## config.mk

```make
export PLATFORM = sky130hd
export DESIGN_NAME = tpjq_queue
export DESIGN_NICKNAME = d
export VERILOG_FILES = /design/src/rtl/tpjq_pkg.sv /design/src/rtl/tpjq_cell.sv /design/src/rtl/tpjq_queue.sv
export SDC_FILE = /design/constraint.sdc
export NUM_CORES = 2
export LEC_CHECK = 0
export BUFFER_PORTS_ARGS = -buffer_cell sky130_fd_sc_hd__buf_4
export CORE_MARGIN = 2
export CORE_UTILIZATION = 45
export CTS_BUF_LIST = sky130_fd_sc_hd__clkbuf_8
export DETAILED_ROUTE_END_ITERATION = 7
export REMOVE_ABC_BUFFERS = 1
export SLEW_MARGIN = 20
export SYNTH_ARGS = -nofsm -noshare
export SYNTH_HDL_FRONTEND = slang
export SYNTH_SLANG_ARGS = --single-unit
```

## constraint.sdc

```tcl
create_clock -name i_clk -period 3.9 [get_ports i_clk]
set_clock_uncertainty 0.1 [all_clocks]
set_input_delay 0.195 -clock i_clk [delete_from_list [all_inputs] [get_ports i_clk]]
set_output_delay 0.195 -clock i_clk [all_outputs]
set_load 0.02 [all_outputs]
```

## src/rtl/tpjq_pkg.sv

```systemverilog
// Shared types, sizes and codes of the three-level priority job queue.
package tpjq_pkg;

    // Cells in each of the three queues.
    localparam int QUEUE_DEPTH = 64;
    // Width of a fill count, which must also hold QUEUE_DEPTH itself.
    localparam int QFILL_W     = $clog2(QUEUE_DEPTH + 1);

    localparam int ID_W    = 16;
    localparam int PAGES_W = 16;
    localparam int IN_DATA_W  = 40;
    localparam int OUT_DATA_W = 40;

    // Queue numbering inside the block.
    localparam int NUM_QUEUES = 3;
    localparam int Q_HIGH = 0;
    localparam int Q_MED  = 1;
    localparam int Q_LOW  = 2;

    // Level codes as reported on the result.
    localparam logic [1:0] LVL_NONE = 2'd0;
    localparam logic [1:0] LVL_LOW  = 2'd1;
    localparam logic [1:0] LVL_MED  = 2'd2;
    localparam logic [1:0] LVL_HIGH = 2'd3;

    localparam logic [1:0] PRIO_HIGH = 2'd3;
    localparam logic [1:0] PRIO_MED  = 2'd2;

    typedef enum logic [1:0] {
        REQ_ADD    = 2'd0,
        REQ_PROC   = 2'd1,
        REQ_CANCEL = 2'd2,
        REQ_NONE   = 2'd3
    } t_req;

    typedef enum logic [2:0] {
        STS_ADDED     = 3'd0,
        STS_ADD_FULL  = 3'd1,
        STS_DONE      = 3'd2,
        STS_FAIL_REQ  = 3'd3,
        STS_FAIL_DROP = 3'd4,
        STS_EMPTY     = 3'd5,
        STS_CANCELED  = 3'd6,
        STS_NOT_FOUND = 3'd7
    } t_status;

    typedef enum logic [2:0] {
        Q_NOP,
        Q_PUSH,
        Q_POP,
        Q_POP_PUSH,
        Q_CANCEL
    } t_qop;

    typedef enum logic {
        ST_IDLE,
        ST_EXEC
    } t_state;

    typedef struct packed {
        logic [ID_W-1:0]    id;
        logic [PAGES_W-1:0] pages;
        logic               failed;
    } t_job;

    // Per-cell control from the queue row.
    typedef struct packed {
        logic cap;
        logic shift;
        logic load;
    } t_cell_ctl;

    // Command from the controller to one queue.
    typedef struct packed {
        t_qop op;
        t_job job;
    } t_qcmd;

    // Status of one queue back to the controller.
    typedef struct packed {
        logic empty;
        logic full;
        logic hit;
        t_job head;
    } t_qstat;

endpackage

```

## src/rtl/tpjq_cell.sv

```systemverilog
// One cell of a queue row: holds one job and its id match flag.
module tpjq_cell import tpjq_pkg::*; (
    input  logic            i_clk,
    input  t_cell_ctl       i_ctl,
    input  t_job            i_next,
    input  t_job            i_new,
    input  logic [ID_W-1:0] i_key,
    input  logic            i_occ,
    output t_job            o_job,
    output logic            o_match
);

    t_job r_job;
    logic r_match;

    always_ff @(posedge i_clk) begin
        if (i_ctl.load) begin
            r_job <= i_new;
        end else if (i_ctl.shift) begin
            r_job <= i_next;
        end
        if (i_ctl.cap) begin
            r_match <= i_occ && (r_job.id == i_key);
        end
    end

    assign o_job   = r_job;
    assign o_match = r_match;

endmodule

```

## src/rtl/tpjq_queue.sv

```systemverilog
// One FIFO queue built as a row of cells with a fill count; the head is cell 0.
module tpjq_queue import tpjq_pkg::*; (
    input  logic            i_clk,
    input  logic            i_rst_n,
    input  logic            i_cap,
    input  logic [ID_W-1:0] i_key,
    input  t_qcmd           i_cmd,
    output t_qstat          o_stat
);

    logic [QFILL_W-1:0]     r_fill;
    logic [QFILL_W-1:0]     n_fill;
    logic [QUEUE_DEPTH-1:0] w_match;
    logic [QUEUE_DEPTH-1:0] w_after_hit;
    t_job                   w_job [QUEUE_DEPTH];
    logic                   w_hit;
    logic                   w_full;
    logic                   w_empty;

    assign w_full  = (r_fill == QFILL_W'(QUEUE_DEPTH));
    assign w_empty = (r_fill == '0);
    assign w_hit   = |w_match;

    for (genvar g = 0; g < QUEUE_DEPTH; g++) begin : g_cell
        t_cell_ctl w_ctl;
        t_job      w_next;

        // Cells at and behind the first match move one place forward.
        assign w_after_hit[g] = |w_match[g:0];

        if (g < QUEUE_DEPTH - 1) begin : g_mid
            assign w_next = w_job[g+1];
        end else begin : g_last
            assign w_next = w_job[g];
        end

        always_comb begin
            w_ctl.cap   = i_cap;
            w_ctl.shift = (i_cmd.op == Q_POP) || (i_cmd.op == Q_POP_PUSH) ||
                          ((i_cmd.op == Q_CANCEL) && w_after_hit[g]);
            w_ctl.load  = ((i_cmd.op == Q_PUSH) && (r_fill == QFILL_W'(g))) ||
                          ((i_cmd.op == Q_POP_PUSH) &&
                           (r_fill - QFILL_W'(1) == QFILL_W'(g)));
        end

        tpjq_cell u_cell (
            .i_clk   (i_clk),
            .i_ctl   (w_ctl),
            .i_next  (w_next),
            .i_new   (i_cmd.job),
            .i_key   (i_key),
            .i_occ   (QFILL_W'(g) < r_fill),
            .o_job   (w_job[g]),
            .o_match (w_match[g])
        );
    end

    always_comb begin
        n_fill = r_fill;
        unique case (i_cmd.op)
            Q_PUSH:     n_fill = r_fill + QFILL_W'(1);
            Q_POP:      n_fill = r_fill - QFILL_W'(1);
            Q_CANCEL:   n_fill = w_hit ? r_fill - QFILL_W'(1) : r_fill;
            Q_NOP,
            Q_POP_PUSH: n_fill = r_fill;
            default:    n_fill = r_fill;
        endcase
    end

    always_ff @(posedge i_clk) begin
        if (!i_rst_n) begin
            r_fill <= '0;
        end else begin
            r_fill <= n_fill;
        end
    end

    assign o_stat.empty = w_empty;
    assign o_stat.full  = w_full;
    assign o_stat.hit   = w_hit;
    assign o_stat.head  = w_job[0];

    a_fill_bound: assert property (@(posedge i_clk) disable iff (!i_rst_n)
        r_fill <= QFILL_W'(QUEUE_DEPTH))
        else $error("queue fill count beyond depth");

    a_push_not_full: assert property (@(posedge i_clk) disable iff (!i_rst_n)
        (i_cmd.op == Q_PUSH) |-> !w_full)
        else $error("push into a full queue");

    a_pop_not_empty: assert property (@(posedge i_clk) disable iff (!i_rst_n)
        ((i_cmd.op == Q_POP) || (i_cmd.op == Q_POP_PUSH)) |-> !w_empty)
        else $error("pop from an empty queue");

endmodule

```

# [Yosys cells after proc, flatten, opt, wreduce, memory -nomap -nowiden]
# Index checks and enable logic that the tools add are counted.
[totals] regBits=2183 in_bits=55 out_inout_bits=36
[op_classes] n_addsub=2 magnitude_cmp=64 eq_ne=196 mux=128 n_reduce_logical=513
[op_table] cell="$mux 33" n=126
[op_table] cell="$eq 16x16->1" n=64
[op_table] cell="$eq 7x6->1 const B" n=64
[op_table] cell="$logic_and 1x1->1" n=255
[op_table] cell="$eq 7x5->1 const B" n=32
[op_table] cell="$lt 6x7->1 const A" n=32
[op_table] cell="$logic_or 1x1->1" n=128
[op_table] cell="$reduce_bool 2->1" n=63
[op_table] cell="$eq 7x4->1 const B" n=16
[op_table] cell="$lt 5x7->1 const A" n=16
[op_table] cell="$reduce_or 64->1" n=1
[op_table] cell="$reduce_or 63->1" n=1
[op_table] cell="$reduce_or 62->1" n=1
[op_table] cell="$reduce_or 61->1" n=1
[op_table] cell="$reduce_or 60->1" n=1
[op_table] cell="$reduce_or 59->1" n=1
[op_table] cell="$reduce_or 58->1" n=1
[op_table] cell="$reduce_or 57->1" n=1
[op_table] cell="$eq 7x3->1 const B" n=8
[op_table] cell="$lt 4x7->1 const A" n=8
[op_table] cell="$reduce_or 56->1" n=1
[op_table] cell="$reduce_or 55->1" n=1
[op_table] cell="$reduce_or 54->1" n=1
[op_table] cell="$reduce_or 53->1" n=1
[op_table] cell="68 further kinds" n=79

# [Depth between registers and ports, before layout]
[logic_depth] depth_word=5 mapped_depth=12 depth_no_buf=8

# [Hierarchy]
# A second synthesis with hierarchy kept.
[hier_totals] cells_unflattened=6558 hier_area_um2=105489.9
[modules_own_cells] module="tpjq_cell" n_inst=64 cells_per_inst=94 area_each_um2=1600.3 seq_area_each_um2=1021.0
[modules_own_cells] module="tpjq_queue" n_inst=1 cells_per_inst=542 area_each_um2=3071.7 seq_area_each_um2=140.1

# [Worst setup path before layout]
# Ideal clock, no wire load.
[synth_path] path_type="register to register" start="reg r_fill[0]" end="reg g_cell[63].u_cell.r_job (netlist bit g_cell[63].u_cell.o_job[0]) (enable)" setup_ns=0.435 t_arrival_ns=3.340 t_required_ns=3.365 path_slack_ns=0.025 path_stages_with_launch=9 synth_period_minus_slack_ns=3.875 cell_sequence="dfxtp_1 -> buf_2 -> inv_1 -> ha_1 -> or3b_1 -> buf_2 -> nor2_2 -> a22oi_1 -> o22ai_1"
[synth_rtl] item="start: declaration" line_no="tpjq_queue.sv:11" text="logic [QFILL_W-1:0] r_fill;"
[synth_rtl] item="start signal: assignment" line_no="tpjq_queue.sv:74" text="r_fill <= n_fill;"
[synth_rtl] item="end signal: assignment" line_no="tpjq_cell.sv:18" text="r_job <= i_new;"
[synth_rtl] item="end signal: assignment" line_no="tpjq_cell.sv:20" text="r_job <= i_next;"
[synth_rtl] item="end: declaration" line_no="tpjq_cell.sv:13" text="t_job r_job;"

# [Worst setup path in the final report]
[layout_path] start="reg g_cell[40].u_cell.r_match" end="reg r_fill[5]"
[layout_via] elab_chain_len=3
[layout_lines] item="start: declaration" line_no="tpjq_cell.sv:14" text="logic r_match;"
[layout_lines] item="start signal: assignment" line_no="tpjq_cell.sv:23" text="r_match <= i_occ && (r_job.id == i_key);"
[layout_lines] item="$reduce_or 64->1"
[layout_lines] item="$ne 2x2->1 (no line)"
[layout_lines] item="$reduce_and 2->1 (no line)"
# No other way between the ends.
# A chain may end at the register's enable or synchronous reset.

==> metrics.md <==
| Metric | Value |
|---|---|
| Num ports | `between 90 and 100` |
| Critical path endpoint category | `register` |
| Vias | `around 60000` |
| Hold Fails Final Rpt | `0` |
| Comb pwr share | `10.8%` |
| Die extent in y | `between 400 and 500 um` |
| Main flop type after synthesis | `edfxtp_1` |
| Max-slew violations | `0` |
| Post-synthesis cell area | `between 0.1 and 0.15 mm^2` |
| Skew-Pair Late Insertion Delay | `roughly 1100 ps` |
| Post-route DRC | `0` |
| Internal power | `about 0.040 W` |
| YS warnings | `0` |
| TritonCTS buffer count | `between 300 and 400` |
| Post-Layout Cell Count | `10430` |
| Sequential power share | `53.6%` |
| CP arrival | `4760 ps` |
| Sum Neg Setup Slack | `0 ps` |
| Layout cells sized above 1 | `41.02%` |
| Final setup vio count | `0` |
| Worst Path Required | `roughly 4800 ps` |
| Routed len/inst | `slightly above 30 um` |
| Die area | `approximately 0.24 mm^2` |
| Crit path max fanout | `5` |
| Inst Count DP | `just under 10000` |
| Crit share post-route | `99.66%` |
| Min-Delay Path Class | `in -> reg` |
| First-pass GRT wire length | `between 400000 and 500000 um` |
| Routed vias/inst | `5.792` |
| Slew @ Worst Pin | `1174 ps` |
| Cells taking the most area after synthesis | `edfxtp_1, mux2_2, xor2_1, xnor2_1, nor4_1` |
| Final Core Density | `around half` |
| P_sw | `about 0.014 W` |
| Port Buf Inserts | `90` |
| Detailed placer's ending HPWL | `just over 200000 um` |
| DR iter-0 viols | `5698` |
| Setup WS post-layout | `around 13 ps` |
| Max_cap viols | `0` |
| Syn Area/Cell | `15.81 um^2` |
| H-tree levels | `5` |
| Initial cell density of the core | `around 45%` |
| Initial antenna violation count | `32` |
| FF+latch count, synth | `2183` |
| Fmax | `around 260 MHz` |
| Filler Cell Count | `slightly below 20000` |
| Lkg Pwr | `between 40 and 50 nW` |
| Std cell rows | `around 180` |
| Clk slew on worst S/H paths | `around 60 ps` |
| Syn-to-layout area delta | `11.60%` |
| Total grt overflow | `0` |
| Drt first pass iters | `7` |
| EDFF count, synth | `2176` |
| Startpoint types | `register` |
| Clock power frac | `a little over a third` |
| Status | `finished, final reports clean` |
| Post-Syn Instances | `6718` |
| ANT nets after route | `0` |
| CTS tree | `done` |
| Post-Place Setup Slack | `around 400 ps` |
| Unique masters post-synth | `76` |
| Vias in the first global route | `62682` |
| Commonest non-fill, non-tap cell in the layout | `edfxtp_1` |
| Leading area contributor after synthesis | `edfxtp_1` |
| Switching share of power | `25.91%` |
| Final nets | `7059` |
| Root buf cell | `clkbuf_8` |
| Ys async rst share | `0%` |
| Routed WL | `about 310000 um` |
| Core footprint | `about 0.23 mm^2` |
| GPL Wtd Cong | `around 0.97` |
| Worst rel slew slack | `between 20 and 25%` |
| Largest net degree at the start of global routing | `65` |
| Synth top area share | `61.53%` |
| Die W | `489.8 um` |
| Setup CP Type | `reg -> reg` |
| Fin crit period | `3887 ps` |
| Maximum vdd drop | `roughly 390 uV` |
| Total power | `~0.054 W` |
| CTS Buffer Depth | `4` |
| Total track usage | `26.03%` |
| Cell area power density | `452.9 mW/mm^2` |
| Sink Count | `~2200` |
| RSZ-0062 raised after global routing | `no` |
| Most frequent cells in the layout | `edfxtp_1, mux2_2, xor2_1, xnor2_1, clkbuf_8` |
| Sequential-to-total area share from yosys stat | `between 60% and 70%` |
-- worst max-delay path: stages, from the launching register on --
cell and delay [ps]:
edfxtp_1 430, or4_4 620, nand4bb_4 300, buf_4 190, nor4_1 280, buf_4 200, a22oi_1 90, buf_4 180
nand2_1 60, dlygate4sd3_1 560, mux2i_1 190, dlygate4sd3_1 560
-- cells by family after synthesis --
| logic type | count (synthesis) | synth area share, % |
|---|---|---|
| AO/OA/AOI/OAI | 201 | 1.759 |
| XOR/XNOR | 1028 | 8.485 |
| adder cells (fa/ha/maj) | 7 | 0.08246 |
| buffers and inverters | 597 | 2.641 |
| flip-flops | 2183 | 61.66 |
| multiplexers | 2083 | 22.08 |
| AND/OR/NAND/NOR | 619 | 3.293 |
-- final cells by class --
class	count	area (um^2)	share of cell area (%)
clock buffers	393	5409	4.563
well taps	3150	3941	3.325
multi-input cells	3938	38100	32.15
clock inverters	271	1239	1.045
repair buffers	482	4315	3.641
inverters	3	11.26	0.009501
flip-flops and latches	2183	65480	55.25
diodes	10	25.02	0.02111
-- flip-flops by register name (all words and copies together), names as in the netlist --
signal / count
g_cell.u_cell.o_job: 2112
g_cell.u_cell.o_match: 64
r_fill: 7
-- repair_timing --
action,in CTS,in global routing
hold buffers,69,0
endpoints found under the hold margin,1359,0
pin swaps,1,2
buffers inserted,4,7
setup endpoints to repair,1,2
gates cloned,0,0
gates resized for setup,9,6
-- routing by layer --
metal / track usage (%) / routed length, um / share of wire, %
met1: 34.87 / 134100 / 43
met2: 42.84 / 151000 / 48
met3: 3.970 / 18290 / 5.8
met4: 9.648 / 11490 / 3.6
met5: 0 / 41 / 0.013
-- final timing paths --
check	startpoint	to	slack, ps	cells after the start
min reg2reg	g_cell[16].u_cell.o_job[5]	g_cell[15].u_cell.o_job[5]	390	1
max reg2reg	g_cell[40].u_cell.o_match	r_fill[5]	10	11
min	i_rst_n	r_fill[2]	80	3
max	g_cell[40].u_cell.o_match	r_fill[5]	10	11
-- stage by stage --
stage,hold WS (ps),cell area [um^2]
3_5_place_dp,413.9,111000
2_1_floorplan,193.9,103400
4_1_cts,0.5317,118400
6_report,80.92,118500
3_3_place_gp,419.0,110900
5_1_grt,32.70,118500
-- Yosys cell counts (all sizes together) (26+ instances only) --
cell	number
edfxtp	2176
mux2	2079
xor2	559
xnor2	469
buf	302
clkbuf	292
nor4	177
nand4	129
nand2	74
nor2	68
nand3	59
o21ai	36
a22oi	33
nor3	26
-- power by group through the flow --
| stage | Combinational, W | Sequential [W] | Clock (W) |
|---|---|---|---|
| after CTS | 0.00579 | 0.0288 | 0.0195 |
| after global placement | 0.00563 | 0.0292 | 0 |
| after global routing | 0.00614 | 0.0289 | 0.0205 |
| final | 0.00578 | 0.0288 | 0.0191 |
| after floorplan | 0.00311 | 0.0289 | 0 |
| after detailed placement | 0.00568 | 0.0292 | 0 |
(Power assumes the default switching activity.)
